**config.mk**
```make
export PLATFORM = sky130hd
export DESIGN_NAME = work_stealing_balancer
export DESIGN_NICKNAME = d
export VERILOG_FILES = /design/src/rtl/wsb_pkg.sv /design/src/rtl/wsb_table.sv /design/src/rtl/wsb_div.sv /design/src/rtl/work_stealing_balancer.sv
export SDC_FILE = /design/constraint.sdc
export NUM_CORES = 2
export LEC_CHECK = 0
export BUFFER_PORTS_ARGS = -buffer_cell sky130_fd_sc_hd__buf_2
export CAP_MARGIN = 0
export CORE_AREA = 4 4 371 263
export DETAILED_ROUTE_END_ITERATION = 16
export DIE_AREA = 0 0 375 267
export PLACE_DENSITY = 0.6
export SLEW_MARGIN = 15
export SYNTH_ARGS = -nofsm -noshare
export SYNTH_HDL_FRONTEND = slang
export SYNTH_SLANG_ARGS = --single-unit
```
**constraint.sdc**
```tcl
create_clock -name clk_i -period 4.63 [get_ports clk_i]
set_input_delay 1.389 -clock clk_i [delete_from_list [all_inputs] [get_ports clk_i]]
set_output_delay 1.389 -clock clk_i [all_outputs]
set_load 0.02 [all_outputs]
```
**src/rtl/wsb_pkg.sv**
```systemverilog
// Shared types and constants for the work-stealing balancer.
// Has no dependencies; every other file of the block imports it.
package wsb_pkg;

  // Fixed widths of the report and result fields.
  localparam int DATA_W    = 24;
  localparam int CMD_W     = 3;
  localparam int WORKER_W  = 4;
  localparam int QTY_W     = 11;
  localparam int NW_W      = 5;
  localparam int TAG_W     = 3;
  localparam int CFG_IDX_W = 1;

  // Worker tags; the report kinds use the same codes.
  localparam logic [TAG_W-1:0] TAG_OVER     = 3'd0;
  localparam logic [TAG_W-1:0] TAG_STABLE   = 3'd1;
  localparam logic [TAG_W-1:0] TAG_UNDER    = 3'd2;
  localparam logic [TAG_W-1:0] TAG_IDLE     = 3'd3;
  localparam logic [TAG_W-1:0] TAG_UNLOCKED = 3'd4;
  localparam logic [TAG_W-1:0] TAG_LOCKED   = 3'd5;

  // Configuration register indexes.
  localparam logic [CFG_IDX_W-1:0] CFG_CHUNK = 1'b0;
  localparam logic [CFG_IDX_W-1:0] CFG_NUM   = 1'b1;

  localparam logic [DATA_W-1:0] CHUNK_RST = 24'd1024;
  localparam logic [NW_W-1:0]   NW_RST    = 5'd16;

  // The initial threshold is 40 percent of the chunk size, taken as 2/5.
  localparam int THR_NUM = 2;
  localparam int THR_DEN = 5;

  typedef struct packed {
    logic clear;
    logic st_we;
    logic ct_we;
  } tbl_ctl_t;

endpackage

```
**src/rtl/wsb_table.sv**
```systemverilog
// Per-worker tag and count tables with registered read and per-entry valid bits.
// Depends on wsb_pkg for the tag codes and the control struct.
module wsb_table import wsb_pkg::*; #(
  parameter int DEPTH = 16,
  parameter int IDX_W = 4,
  parameter int CNT_W = 24
) (
  input  logic             clk_i,
  input  logic             rst_ni,
  input  tbl_ctl_t         ctl_i,
  input  logic [CNT_W-1:0] fill_i,
  input  logic [IDX_W-1:0] rd_addr_i,
  input  logic [IDX_W-1:0] wr_addr_i,
  input  logic [TAG_W-1:0] wr_status_i,
  input  logic [CNT_W-1:0] wr_count_i,
  output logic [TAG_W-1:0] rd_status_o,
  output logic [CNT_W-1:0] rd_count_o
);

  logic [TAG_W-1:0] st_mem [DEPTH];
  logic [CNT_W-1:0] ct_mem [DEPTH];
  logic [DEPTH-1:0] st_vld_q;
  logic [DEPTH-1:0] ct_vld_q;
  logic [TAG_W-1:0] rd_status_q;
  logic [CNT_W-1:0] rd_count_q;

  always_ff @(posedge clk_i) begin
    if (ctl_i.st_we) begin
      st_mem[wr_addr_i] <= wr_status_i;
    end
    if (ctl_i.ct_we) begin
      ct_mem[wr_addr_i] <= wr_count_i;
    end
    // An entry never written since the last restart reads as its reset value.
    rd_status_q <= st_vld_q[rd_addr_i] ? st_mem[rd_addr_i] : TAG_STABLE;
    rd_count_q  <= ct_vld_q[rd_addr_i] ? ct_mem[rd_addr_i] : fill_i;
  end

  always_ff @(posedge clk_i or negedge rst_ni) begin
    if (!rst_ni) begin
      st_vld_q <= '0;
      ct_vld_q <= '0;
    end else if (ctl_i.clear) begin
      st_vld_q <= '0;
      ct_vld_q <= '0;
    end else begin
      if (ctl_i.st_we) begin
        st_vld_q[wr_addr_i] <= 1'b1;
      end
      if (ctl_i.ct_we) begin
        ct_vld_q[wr_addr_i] <= 1'b1;
      end
    end
  end

  assign rd_status_o = rd_status_q;
  assign rd_count_o  = rd_count_q;

endmodule

```
**src/rtl/wsb_div.sv**
```systemverilog
// Restoring divider, one quotient bit per cycle, shared by the average and threshold.
// Depends on wsb_pkg only through the common import.
module wsb_div import wsb_pkg::*; #(
  parameter int DVD_W = 28,
  parameter int DVS_W = 5
) (
  input  logic             clk_i,
  input  logic             rst_ni,
  input  logic             start_i,
  input  logic [DVD_W-1:0] dividend_i,
  input  logic [DVS_W-1:0] divisor_i,
  output logic             done_o,
  output logic [DVD_W-1:0] quotient_o
);

  localparam int CNT_W = $clog2(DVD_W + 1);

  logic [CNT_W-1:0] cnt_q;
  logic             done_q;
  logic [DVD_W-1:0] dq_q;
  logic [DVS_W-1:0] rem_q;
  logic [DVS_W-1:0] dvs_q;
  logic [DVS_W:0]   rem_sh;
  logic [DVS_W-1:0] rem_nx;
  logic             q_bit;

  always_comb begin
    rem_sh = {rem_q, dq_q[DVD_W-1]};
    q_bit  = rem_sh >= {1'b0, dvs_q};
    rem_nx = q_bit ? DVS_W'(rem_sh - {1'b0, dvs_q}) : rem_sh[DVS_W-1:0];
  end

  always_ff @(posedge clk_i or negedge rst_ni) begin
    if (!rst_ni) begin
      cnt_q  <= '0;
      done_q <= 1'b0;
    end else if (start_i) begin
      cnt_q  <= CNT_W'(DVD_W);
      done_q <= 1'b0;
    end else if (cnt_q != '0) begin
      cnt_q  <= cnt_q - CNT_W'(1);
      done_q <= (cnt_q == CNT_W'(1));
    end else begin
      done_q <= 1'b0;
    end
  end

  always_ff @(posedge clk_i) begin
    if (start_i) begin
      dq_q  <= dividend_i;
      rem_q <= '0;
      dvs_q <= divisor_i;
    end else if (cnt_q != '0) begin
      dq_q  <= {dq_q[DVD_W-2:0], q_bit};
      rem_q <= rem_nx;
    end
  end

  assign done_o     = done_q;
  assign quotient_o = dq_q;

endmodule

```
**src/rtl/work_stealing_balancer.sv**
```systemverilog
// Work-stealing balancer: one status report in, one result strobe out.
// A report that steals passes the check, the n-entry table walk, the bit-serial divider,
// the distance and quantity steps and the locking of victim and target before its strobe;
// dropped and unlock reports go from the check to the strobe. busy falls in the cycle after
// the strobe. Reset and every configuration write restart all state; a write then keeps busy
// high while the divider works out the threshold.
module work_stealing_balancer import wsb_pkg::*; #(
  parameter int MAX_WORKERS = 16,
  parameter int COUNT_BITS  = 24,
  parameter int STEAL_LIMIT = 1024
) (
  input  logic                 clk_i,
  input  logic                 rst_ni,
  input  logic                 start,
  output logic                 busy,
  input  logic [CMD_W-1:0]     cmd_i,
  input  logic [WORKER_W-1:0]  worker_i,
  input  logic [DATA_W-1:0]    count_i,
  input  logic                 cfg_we_i,
  input  logic [CFG_IDX_W-1:0] cfg_idx_i,
  input  logic [DATA_W-1:0]    cfg_wdata_i,
  output logic                 result_valid_o,
  output logic [DATA_W-1:0]    average_o,
  output logic [DATA_W-1:0]    threshold_o,
  output logic                 steal_o,
  output logic [WORKER_W-1:0]  victim_o,
  output logic [WORKER_W-1:0]  target_o,
  output logic [QTY_W-1:0]     quantity_o,
  output logic                 threshold_changed_o,
  output logic                 broadcast_average_o,
  output logic                 ignored_o,
  output logic                 done_res_o
);

  localparam int IDX_W  = $clog2(MAX_WORKERS);
  localparam int NUM_W  = $clog2(MAX_WORKERS + 1);
  localparam int SUM_W  = COUNT_BITS + IDX_W;
  localparam int DVS_W  = (NUM_W > 3) ? NUM_W : 3;
  localparam int NCMP_W = (NUM_W > WORKER_W) ? NUM_W : WORKER_W;
  localparam int DIST_W = COUNT_BITS + 1;
  localparam int QCMP_W = (DIST_W > 17) ? DIST_W : 17;

  localparam logic [63:0] CntMask   = (64'd1 << COUNT_BITS) - 64'd1;
  localparam logic [63:0] ChunkRstC = 64'(CHUNK_RST) & CntMask;
  localparam logic [63:0] ThrRst    = ChunkRstC * 64'(THR_NUM) / 64'(THR_DEN);

  localparam logic [3:0] S_IDLE      = 4'd0;
  localparam logic [3:0] S_CHECK     = 4'd1;
  localparam logic [3:0] S_WALK      = 4'd2;
  localparam logic [3:0] S_DIV       = 4'd3;
  localparam logic [3:0] S_DIST      = 4'd4;
  localparam logic [3:0] S_QTY       = 4'd5;
  localparam logic [3:0] S_LOCK_V    = 4'd6;
  localparam logic [3:0] S_LOCK_T    = 4'd7;
  localparam logic [3:0] S_OUT       = 4'd8;
  localparam logic [3:0] S_INIT      = 4'd9;
  localparam logic [3:0] S_INIT_WAIT = 4'd10;

  logic [3:0]            state_q;
  logic [CMD_W-1:0]      cmd_q;
  logic [WORKER_W-1:0]   w_q;
  logic [COUNT_BITS-1:0] cnt_q;
  logic [DATA_W-1:0]     chunk_q;
  logic [NW_W-1:0]       nw_q;
  logic [COUNT_BITS-1:0] avg_q;
  logic [COUNT_BITS-1:0] thr_q;
  logic [IDX_W-1:0]      prev_v_q;
  logic [IDX_W-1:0]      prev_t_q;
  logic                  finished_q;

  logic                  steal_q;
  logic [IDX_W-1:0]      victim_q;
  logic [IDX_W-1:0]      target_q;
  logic [QTY_W-1:0]      qty_q;
  logic                  changed_q;
  logic                  bcast_q;
  logic                  ignored_q;

  logic [NUM_W-1:0]      rd_idx_q;
  logic                  proc_vld_q;
  logic [IDX_W-1:0]      proc_idx_q;
  logic [SUM_W-1:0]      sum_q;
  logic                  idle_f_q, under_f_q, over_f_q;
  logic [IDX_W-1:0]      idle_k_q, under_k_q, over_k_q;
  logic [COUNT_BITS-1:0] idle_c_q, under_c_q, over_c_q;
  logic [COUNT_BITS-1:0] dist_a_q, dist_b_q;

  logic [NUM_W-1:0]      n_c;
  logic [COUNT_BITS-1:0] chunk_cnt;
  logic [DATA_W-1:0]     chunk_new;
  logic [IDX_W-1:0]      w_idx;
  logic                  chk_ign, chk_unlock, chk_locked, chk_go;
  logic                  walk_issue, walk_done, e_other;

  tbl_ctl_t              tbl_ctl;
  logic [IDX_W-1:0]      tbl_rd_addr, tbl_wr_addr;
  logic [TAG_W-1:0]      tbl_wr_status, tbl_rd_status;
  logic [COUNT_BITS-1:0] tbl_rd_count;

  logic                  div_start, div_done;
  logic [SUM_W-1:0]      div_dividend, div_quot;
  logic [DVS_W-1:0]      div_divisor;

  logic                  pair_steal;
  logic [IDX_W-1:0]      pair_v, pair_t;
  logic [COUNT_BITS-1:0] pair_cv, pair_ct;
  logic [DIST_W-1:0]     qsum, qhalf;
  logic [QCMP_W-1:0]     qcap;
  logic [DIST_W-1:0]     thr_dbl;
  logic                  pair_repeat;

  // Number of active workers, clamped to 1..MAX_WORKERS.
  always_comb begin
    if (nw_q == '0) begin
      n_c = NUM_W'(1);
    end else if (int'(nw_q) > MAX_WORKERS) begin
      n_c = NUM_W'(MAX_WORKERS);
    end else begin
      n_c = NUM_W'(nw_q);
    end
  end

  assign chunk_cnt = COUNT_BITS'(chunk_q);
  assign chunk_new = (cfg_idx_i == CFG_CHUNK) ? cfg_wdata_i : chunk_q;
  assign w_idx     = IDX_W'(w_q);

  always_comb begin
    chk_ign    = finished_q || (NCMP_W'(w_q) >= NCMP_W'(n_c)) || (cmd_q > TAG_UNLOCKED);
    chk_unlock = !chk_ign && (cmd_q == TAG_UNLOCKED);
    chk_locked = !chk_ign && !chk_unlock && (tbl_rd_status == TAG_LOCKED);
    chk_go     = !chk_ign && !chk_unlock && !chk_locked;
  end

  assign walk_issue = rd_idx_q < n_c;
  assign walk_done  = !walk_issue && !proc_vld_q;
  assign e_other    = proc_idx_q != w_idx;

  // Table port control.
  always_comb begin
    tbl_ctl.clear = cfg_we_i;
    tbl_ctl.st_we = 1'b0;
    tbl_ctl.ct_we = 1'b0;
    tbl_wr_addr   = w_idx;
    tbl_wr_status = chk_unlock ? TAG_UNLOCKED : cmd_q;
    case (state_q)
      S_IDLE:  tbl_rd_addr = IDX_W'(worker_i);
      S_WALK:  tbl_rd_addr = rd_idx_q[IDX_W-1:0];
      default: tbl_rd_addr = w_idx;
    endcase
    case (state_q)
      S_CHECK: begin
        tbl_ctl.st_we = chk_unlock || chk_go;
        tbl_ctl.ct_we = chk_unlock || chk_go;
      end
      S_LOCK_V: begin
        tbl_ctl.st_we = 1'b1;
        tbl_wr_addr   = victim_q;
        tbl_wr_status = TAG_LOCKED;
      end
      S_LOCK_T: begin
        tbl_ctl.st_we = 1'b1;
        tbl_wr_addr   = target_q;
        tbl_wr_status = TAG_LOCKED;
      end
      default: begin
      end
    endcase
  end

  // The divider serves the average and, after a configuration write, chunk_size * 2 / 5.
  always_comb begin
    div_start    = (state_q == S_INIT) || ((state_q == S_WALK) && walk_done);
    div_dividend = (state_q == S_INIT) ? (SUM_W'(chunk_cnt) << 1) : sum_q;
    div_divisor  = (state_q == S_INIT) ? DVS_W'(THR_DEN) : DVS_W'(n_c);
  end

  // Pairing once the new average is known.
  always_comb begin
    pair_steal = 1'b0;
    pair_v     = w_idx;
    pair_t     = w_idx;
    pair_cv    = cnt_q;
    pair_ct    = cnt_q;
    if (cmd_q == TAG_OVER) begin
      if (idle_f_q) begin
        pair_steal = 1'b1;
        pair_t     = idle_k_q;
        pair_ct    = idle_c_q;
      end else if (under_f_q) begin
        pair_steal = 1'b1;
        pair_t     = under_k_q;
        pair_ct    = under_c_q;
      end
    end else if (cmd_q inside {TAG_UNDER, TAG_IDLE}) begin
      if (over_f_q) begin
        pair_steal = 1'b1;
        pair_v     = over_k_q;
        pair_cv    = over_c_q;
      end
    end
  end

  always_comb begin
    qsum  = DIST_W'(dist_a_q) + DIST_W'(dist_b_q);
    qhalf = qsum >> 1;
    if (QCMP_W'(qhalf) > QCMP_W'(STEAL_LIMIT)) begin
      qcap = QCMP_W'(STEAL_LIMIT);
    end else begin
      qcap = QCMP_W'(qhalf);
    end
    thr_dbl     = {thr_q, 1'b0};
    pair_repeat = ((victim_q == prev_v_q) && (target_q == prev_t_q)) ||
                  ((victim_q == prev_t_q) && (target_q == prev_v_q));
  end

  always_ff @(posedge clk_i or negedge rst_ni) begin
    if (!rst_ni) begin
      state_q    <= S_IDLE;
      chunk_q    <= CHUNK_RST;
      nw_q       <= NW_RST;
      avg_q      <= COUNT_BITS'(ChunkRstC);
      thr_q      <= COUNT_BITS'(ThrRst);
      prev_v_q   <= '0;
      prev_t_q   <= '0;
      finished_q <= 1'b0;
      rd_idx_q   <= '0;
      proc_vld_q <= 1'b0;
      idle_f_q   <= 1'b0;
      under_f_q  <= 1'b0;
      over_f_q   <= 1'b0;
    end else if (cfg_we_i) begin
      if (cfg_idx_i == CFG_CHUNK) begin
        chunk_q <= cfg_wdata_i;
      end else begin
        nw_q <= cfg_wdata_i[NW_W-1:0];
      end
      avg_q      <= COUNT_BITS'(chunk_new);
      prev_v_q   <= '0;
      prev_t_q   <= '0;
      finished_q <= 1'b0;
      state_q    <= S_INIT;
    end else begin
      case (state_q)
        S_IDLE: begin
          if (start) begin
            cmd_q     <= cmd_i;
            w_q       <= worker_i;
            cnt_q     <= COUNT_BITS'(count_i);
            steal_q   <= 1'b0;
            victim_q  <= '0;
            target_q  <= '0;
            qty_q     <= '0;
            changed_q <= 1'b0;
            bcast_q   <= 1'b0;
            ignored_q <= 1'b0;
            state_q   <= S_CHECK;
          end
        end
        S_CHECK: begin
          if (chk_ign || chk_locked) begin
            ignored_q <= 1'b1;
            state_q   <= S_OUT;
          end else if (chk_unlock) begin
            state_q <= S_OUT;
          end else begin
            if (cmd_q == TAG_IDLE) begin
              bcast_q <= 1'b1;
              if ((thr_q >> 1) != '0) begin
                thr_q     <= thr_q >> 1;
                changed_q <= 1'b1;
              end
            end
            rd_idx_q   <= '0;
            proc_vld_q <= 1'b0;
            sum_q      <= '0;
            idle_f_q   <= 1'b0;
            under_f_q  <= 1'b0;
            over_f_q   <= 1'b0;
            state_q    <= S_WALK;
          end
        end
        S_WALK: begin
          // Read of one entry overlaps the sum and search over the previous one.
          proc_vld_q <= walk_issue;
          proc_idx_q <= rd_idx_q[IDX_W-1:0];
          if (walk_issue) begin
            rd_idx_q <= rd_idx_q + NUM_W'(1);
          end
          if (proc_vld_q) begin
            sum_q <= sum_q + SUM_W'(tbl_rd_count);
            if (e_other && !idle_f_q && (tbl_rd_status == TAG_IDLE)) begin
              idle_f_q <= 1'b1;
              idle_k_q <= proc_idx_q;
              idle_c_q <= tbl_rd_count;
            end
            if (e_other && !under_f_q && (tbl_rd_status == TAG_UNDER)) begin
              under_f_q <= 1'b1;
              under_k_q <= proc_idx_q;
              under_c_q <= tbl_rd_count;
            end
            if (e_other && !over_f_q && (tbl_rd_status == TAG_OVER)) begin
              over_f_q <= 1'b1;
              over_k_q <= proc_idx_q;
              over_c_q <= tbl_rd_count;
            end
          end
          if (walk_done) begin
            state_q <= S_DIV;
          end
        end
        S_DIV: begin
          if (div_done) begin
            avg_q <= COUNT_BITS'(div_quot);
            if (sum_q == '0) begin
              finished_q <= 1'b1;
            end
            state_q <= S_DIST;
          end
        end
        S_DIST: begin
          steal_q  <= pair_steal;
          dist_a_q <= (avg_q >= pair_ct) ? (avg_q - pair_ct) : (pair_ct - avg_q);
          dist_b_q <= (avg_q >= pair_cv) ? (avg_q - pair_cv) : (pair_cv - avg_q);
          if (pair_steal) begin
            victim_q <= pair_v;
            target_q <= pair_t;
            state_q  <= S_QTY;
          end else begin
            state_q <= S_OUT;
          end
        end
        S_QTY: begin
          qty_q <= QTY_W'(qcap);
          if (pair_repeat) begin
            thr_q     <= thr_dbl[COUNT_BITS] ? '1 : thr_dbl[COUNT_BITS-1:0];
            changed_q <= 1'b1;
          end
          prev_v_q <= victim_q;
          prev_t_q <= target_q;
          state_q  <= S_LOCK_V;
        end
        S_LOCK_V: state_q <= S_LOCK_T;
        S_LOCK_T: state_q <= S_OUT;
        S_OUT:    state_q <= S_IDLE;
        S_INIT:   state_q <= S_INIT_WAIT;
        S_INIT_WAIT: begin
          if (div_done) begin
            thr_q   <= COUNT_BITS'(div_quot);
            state_q <= S_IDLE;
          end
        end
        default: state_q <= S_IDLE;
      endcase
    end
  end

  wsb_table #(
    .DEPTH (MAX_WORKERS),
    .IDX_W (IDX_W),
    .CNT_W (COUNT_BITS)
  ) u_table (
    .clk_i       (clk_i),
    .rst_ni      (rst_ni),
    .ctl_i       (tbl_ctl),
    .fill_i      (chunk_cnt),
    .rd_addr_i   (tbl_rd_addr),
    .wr_addr_i   (tbl_wr_addr),
    .wr_status_i (tbl_wr_status),
    .wr_count_i  (cnt_q),
    .rd_status_o (tbl_rd_status),
    .rd_count_o  (tbl_rd_count)
  );

  wsb_div #(
    .DVD_W (SUM_W),
    .DVS_W (DVS_W)
  ) u_div (
    .clk_i      (clk_i),
    .rst_ni     (rst_ni),
    .start_i    (div_start),
    .dividend_i (div_dividend),
    .divisor_i  (div_divisor),
    .done_o     (div_done),
    .quotient_o (div_quot)
  );

  assign busy                = state_q != S_IDLE;
  assign result_valid_o      = state_q == S_OUT;
  assign average_o           = DATA_W'(avg_q);
  assign threshold_o         = DATA_W'(thr_q);
  assign steal_o             = steal_q;
  assign victim_o            = WORKER_W'(victim_q);
  assign target_o            = WORKER_W'(target_q);
  assign quantity_o          = qty_q;
  assign threshold_changed_o = changed_q;
  assign broadcast_average_o = bcast_q;
  assign ignored_o           = ignored_q;
  assign done_res_o          = finished_q;

  // A result is shown for one cycle only.
  a_result_single: assert property (@(posedge clk_i) disable iff (!rst_ni)
    result_valid_o |=> !result_valid_o)
    else $error("result strobe held for more than one cycle");

  // An accepted transaction keeps the block busy in the next cycle.
  a_accept_busy: assert property (@(posedge clk_i) disable iff (!rst_ni)
    (start && !busy) |=> busy)
    else $error("accepted transaction did not raise busy");

  // A steal never pairs a worker with itself.
  a_pair_distinct: assert property (@(posedge clk_i) disable iff (!rst_ni)
    (result_valid_o && steal_o) |-> (victim_q != target_q))
    else $error("steal pair names the same worker twice");

  // Completion sticks until a configuration write restarts the block.
  a_finished_sticky: assert property (@(posedge clk_i) disable iff (!rst_ni)
    (finished_q && !cfg_we_i) |=> finished_q)
    else $error("done flag cleared without a restart");

endmodule
```
==> impl_table.tex <==
\begin{tabular}{lr}
\hline
Metric & Value \\
\hline
\multicolumn{2}{l}{\textbf{Clock tree}} \\
Buffer cell driving the clock tree root & sky130\_fd\_sc\_hd\_\_clkbuf\_16 \\
CTS tree & done \\
CTS H-tree depth & 3 \\
Max Root-Sink Buffers & 3 \\
CTS Hold Bufs & 0 \\
Clock transition at path regs & about 0.07 ns \\
Number of CTS-inserted buffers & 85 \\
Sink count of the clock tree & 852 \\
Skew-Pair Late Insertion Delay & about 0.67 ns \\
\multicolumn{2}{l}{\textbf{Floorplan}} \\
Starting Density & about 45\% \\
Die X-Extent & approximately 380 um \\
Number of core rows & between 90 and 100 \\
Chip height & 267 um \\
Overall die area & 100,100 um2 \\
Placeable Area & 93,740 um2 \\
Boundary pin count & 134 \\
\multicolumn{2}{l}{\textbf{Layout}} \\
Non-filler cells in the finished layout & 4,832 \\
Number of filler cells placed in the layout & 8,043 \\
Fraction of layout instances using a drive strength above 1 & 19.33\% \\
Multi-input combinational cell area & 16,560 um2 \\
\# nets final & 3,734 \\
Core occupancy in the finished layout & 51.38\% \\
Post-Layout Inst Area & 48,160 um2 \\
Area growth from synthesis to final layout & 14.49\% \\
Footprint of the flip-flops and latches & 24,590 um2 \\
\multicolumn{2}{l}{\textbf{GRT}} \\
Via count of the first global-routing pass & 26,890 \\
Maximum number of pins on one net before global-route repair & 59 \\
Number of antenna violations at the first check in global routing & 9 \\
Total track usage & 24.02\% \\
Global-route wire length before repair & approximately 180 mm \\
Total overflow reported by the global router & 0 \\
\multicolumn{2}{l}{\textbf{Critical path}} \\
Sort of element at the end of the critical path & flip-flop \\
Cell with the biggest individual delay on the critical path & sky130\_fd\_sc\_hd\_\_a221oi\_1 \\
Crit path cell chain & or3\_1 > buf\_4 > nor2\_2 > buf\_12 > a221oi\_1 > inv\_1 > ha\_1 > o2111ai\_1 > a31o\_2 > nand3\_1 > a21boi\_4 > buf\_4 > mux2i\_1 > o221ai\_1 > a221oi\_1 > xnor2\_1 \\
Critical Path AT & 4.78 ns \\
Largest stage delay on the critical path & 0.51 ns \\
Combined buffer and inverter count along the critical path & 4 \\
Required time of the critical path & 5.04 ns \\
Kind of launch point of the worst setup path & flip-flop \\
Biggest fanout along the worst timing path & 24 \\
Worst Reg2Reg Path Length in Cells & 16 \\
Top delay family on crit path & compound AO/OA/AOI/OAI gates \\
Worst setup path category & reg2reg \\
Number of stages on the worst setup path & 16 \\
\multicolumn{2}{l}{\textbf{Logic synthesis}} \\
Yosys warnings & 0 \\
Synth top area cells & sky130\_fd\_sc\_hd\_\_edfxtp\_1 49\%, sky130\_fd\_sc\_hd\_\_dfrtp\_1 7.7\%, sky130\_fd\_sc\_hd\_\_mux4\_2 6.2\% \\
Gate count of the mapped netlist & 3,299 \\
Number of distinct library cells after synthesis & 93 \\
Synthesized area per cell & 12.75 um2 \\
Area leader, netlist & sky130\_fd\_sc\_hd\_\_edfxtp\_1 \\
Fraction of the yosys area taken by sequential cells & 58.45\% \\
Area of the mapped netlist & 42,070 um2 \\
Most used DFF post-synth & sky130\_fd\_sc\_hd\_\_edfxtp\_1 \\
Ys async rst share & 16.08\% \\
Synthesized flop and latch total & 852 \\
Net count after synthesis & approximately 3,500 \\
Number of synthesized flops with an enable pin & 683 \\
Area share of the largest cell type after synthesis & 48.75\% \\
\multicolumn{2}{l}{\textbf{STA}} \\
Maximum achievable frequency & between 0.2 and 0.25 GHz \\
Final setup violation count & 0 \\
Worst relative slew slack & approximately a quarter \\
Time the final worst path needs with I/O delays and setup & about 4.4 ns \\
Number of endpoints with negative hold slack in the final report & 0 \\
Transition time of the tightest slew-check pin & 1.101 ns \\
Post-route worst hold slack & 0.4570 ns \\
Number of pins exceeding their max-slew limit in the final report & 0 \\
Share of the clock period used by the worst path & 94.45\% \\
Post-Route Skew & 0.03694 ns \\
Setup repair after global routing missed its margin & false \\
\multicolumn{2}{l}{\textbf{Drt}} \\
DRC violation count after routing & 0 \\
Detailed Route Iter0 Violations & 2,912 \\
Routed via count divided by cell count & 5.817 \\
Average detailed-routed wire length per instance & 25.06 um \\
Final ANT Viol Nets & 0 \\
Detailed-route wire length & 121.1 mm \\
Number of vias in the routed layout & $\sim$28,000 \\
TritonRoute pass-1 iters & 6 \\
\multicolumn{2}{l}{\textbf{Place}} \\
Detailed placement HPWL & between 80 and 90 mm \\
Placed standard-cell area & approximately 45,000 um2 \\
Count of placed standard cells including taps & approximately 4,700 \\
Final weighted congestion of routability-driven global placement & 0.9637 \\
Number of I/O port buffers & between 100 and 150 \\
\multicolumn{2}{l}{\textbf{Power}} \\
Power per Cell Area & roughly 460 nW/um2 \\
Total chip power & 22.24 mW \\
Peak VDD IR & 0.3198 mV \\
Leak Pwr & approximately 18 nW \\
\multicolumn{2}{l}{\textbf{Min path}} \\
Classification of the worst-slack hold path & reg2reg \\
Number of cells on the worst hold path & 2 \\
\multicolumn{2}{l}{\textbf{Flow run}} \\
Max Cap Violations & 0 \\
\multicolumn{2}{l}{\textbf{Run status}} \\
Run status & finished clean \\
\hline
\end{tabular}
## Yosys cell counts (8+ instances only)
cell type and count:
sky130_fd_sc_hd__edfxtp_1 683, sky130_fd_sc_hd__nor2_1 292, sky130_fd_sc_hd__a21oi_1 250, sky130_fd_sc_hd__nand2_1 240, sky130_fd_sc_hd__o21ai_0 164, sky130_fd_sc_hd__ha_1 158, sky130_fd_sc_hd__mux2i_1 139, sky130_fd_sc_hd__dfrtp_1 129
sky130_fd_sc_hd__inv_1 128, sky130_fd_sc_hd__mux4_2 116, sky130_fd_sc_hd__clkbuf_1 109, sky130_fd_sc_hd__nand3_1 59, sky130_fd_sc_hd__a21o_1 53, sky130_fd_sc_hd__xnor2_1 52, sky130_fd_sc_hd__a221oi_1 49, sky130_fd_sc_hd__a211oi_1 47
sky130_fd_sc_hd__nor2b_1 47, sky130_fd_sc_hd__xor2_1 45, sky130_fd_sc_hd__nand2b_1 43, sky130_fd_sc_hd__mux2_2 41, sky130_fd_sc_hd__nor3_1 36, sky130_fd_sc_hd__buf_2 35, sky130_fd_sc_hd__dfxtp_1 32, sky130_fd_sc_hd__nor4_1 26
sky130_fd_sc_hd__o21a_1 24, sky130_fd_sc_hd__o21bai_1 21, sky130_fd_sc_hd__nand4_1 20, sky130_fd_sc_hd__a31oi_1 18, sky130_fd_sc_hd__mux2_4 18, sky130_fd_sc_hd__o211ai_1 15, sky130_fd_sc_hd__or3_1 14, sky130_fd_sc_hd__and2_1 12
sky130_fd_sc_hd__buf_1 11, sky130_fd_sc_hd__o22ai_1 10, sky130_fd_sc_hd__and3_1 8, sky130_fd_sc_hd__buf_4 8, sky130_fd_sc_hd__dfstp_2 8
## worst paths after layout
kind / startpoint / to / slack (ns)
max in group asynchronous: rst_ni / average_o[13] / 2.92
hold / removal: u_div.rem_q[4] / u_div.rem_q[4] / 0.46
setup / recovery: cmd_q[1] / dist_a_q[23] / 0.26
setup reg to reg: cmd_q[1] / dist_a_q[23] / 0.26
min in group asynchronous: rst_ni / state_q[2] / 0.59
hold reg to reg: u_div.rem_q[4] / u_div.rem_q[4] / 0.46
## registers in the layout, summed over array words and instances, names as in the netlist, 11 cells and up
register            flops
u_table.ct_mem        384
u_table.st_mem         48
sum_q                  28
u_div.quotient_o       28
average_o              24
chunk_cnt              24
cnt_q                  24
dist_a_q               24
dist_b_q               24
idle_c_q               24
over_c_q               24
threshold_o            24
u_table.rd_count_o     24
under_c_q              24
u_table.ct_vld_q       16
u_table.st_vld_q       16
quantity_o             11
## metrics by stage
stage	TNS (ns)	setup slack, ns
floorplan	-28.29	-0.5054
global placement	0	0.3462
CTS	0	0.1770
global route	0	0.004114
finish	0	0.2571
detailed placement	0	0.2141
## layout make-up
| type | count | area share (%) |
|---|---|---|
| diodes | 4 | 0.02078 |
| clock buffers | 102 | 4.715 |
| clock inverters | 56 | 1.382 |
| inverters | 129 | 1.005 |
| multi-input cells | 2150 | 34.38 |
| flip-flops and latches | 852 | 51.05 |
| well taps | 1248 | 3.242 |
| repair buffers | 291 | 4.208 |
## cell families (layout without fill, tap and decap cells)
kind of cell | Yosys count | after routing | share of synthesized area [%]
DFF | 852 | 852 | 58.45
xor gates and xnor gates | 97 | 97 | 2.019
other | 0 | 4 | 0
buffers and inverters | 297 | 578 | 2.915
and+or+nand+nor | 830 | 830 | 9.080
AOI/OAI and AO/OA | 742 | 742 | 11.19
adders and majority gates | 165 | 165 | 5.032
muxes | 316 | 316 | 11.31
## cell usage in the layout (no fill, tap or decap), types with 13 or more instances in the layout
| cell | n |
|---|---|
| sky130_fd_sc_hd__nand2_1 | 240 |
| sky130_fd_sc_hd__o21a_1 | 24 |
| sky130_fd_sc_hd__inv_1 | 128 |
| sky130_fd_sc_hd__dfxtp_1 | 32 |
| sky130_fd_sc_hd__dfrtp_1 | 129 |
| sky130_fd_sc_hd__a211oi_1 | 46 |
| sky130_fd_sc_hd__mux4_2 | 116 |
| sky130_fd_sc_hd__a21o_1 | 53 |
| sky130_fd_sc_hd__nor2_1 | 270 |
| sky130_fd_sc_hd__a31oi_1 | 17 |
| sky130_fd_sc_hd__a221oi_1 | 45 |
| sky130_fd_sc_hd__or3_1 | 13 |
| sky130_fd_sc_hd__clkinv_2 | 19 |
| sky130_fd_sc_hd__clkbuf_16 | 85 |
| sky130_fd_sc_hd__nand2b_1 | 43 |
| sky130_fd_sc_hd__nand4_1 | 20 |
| sky130_fd_sc_hd__xnor2_1 | 52 |
| sky130_fd_sc_hd__nand3_1 | 59 |
| sky130_fd_sc_hd__xor2_1 | 45 |
| sky130_fd_sc_hd__buf_2 | 131 |
| sky130_fd_sc_hd__o21bai_1 | 21 |
| sky130_fd_sc_hd__a21oi_1 | 248 |
| sky130_fd_sc_hd__nor4_1 | 24 |
| sky130_fd_sc_hd__nor2_4 | 19 |
| sky130_fd_sc_hd__o21ai_0 | 162 |
| sky130_fd_sc_hd__buf_4 | 145 |
| sky130_fd_sc_hd__edfxtp_1 | 683 |
| sky130_fd_sc_hd__ha_1 | 158 |
| sky130_fd_sc_hd__mux2_2 | 41 |
| sky130_fd_sc_hd__o211ai_1 | 15 |
| sky130_fd_sc_hd__buf_12 | 13 |
| sky130_fd_sc_hd__mux2_4 | 18 |
| sky130_fd_sc_hd__nor3_1 | 34 |
| sky130_fd_sc_hd__nor2b_1 | 46 |
| sky130_fd_sc_hd__mux2i_1 | 137 |
## routing by layer
metal  part of all wire (%)  GRT usage (%)  vias up  routed length (um)
met3                    9.7          6.329      159               11750
met1                     47          37.77    13930               57410
met4                    2.4          5.995        6                2883
met2                     40          32.75     1125               48990
met5                  0.036              0        -                  44
li1                       -              -    12880                   -
## tightest hold or removal path: stages (launching register included)
cell and delay [ns]:
sky130_fd_sc_hd__dfxtp_1 0.31, sky130_fd_sc_hd__nand2_1 0.05, sky130_fd_sc_hd__a21oi_1 0.05
## power by group
group / internal (mW) / total, mW / switching (mW)
logic: 2.19 / 5.31 / 3.11
registers: 8.93 / 9.68 / 0.754
clock network: 4.16 / 7.25 / 3.08
total: 15.3 / 22.2 / 6.95
## timing repair
item,in CTS,in global routing
setup endpoints to repair,0,9
buffers inserted,0,1
gates resized for setup,0,9
hold endpoints to repair,0,0
(Power assumes the default switching activity.)
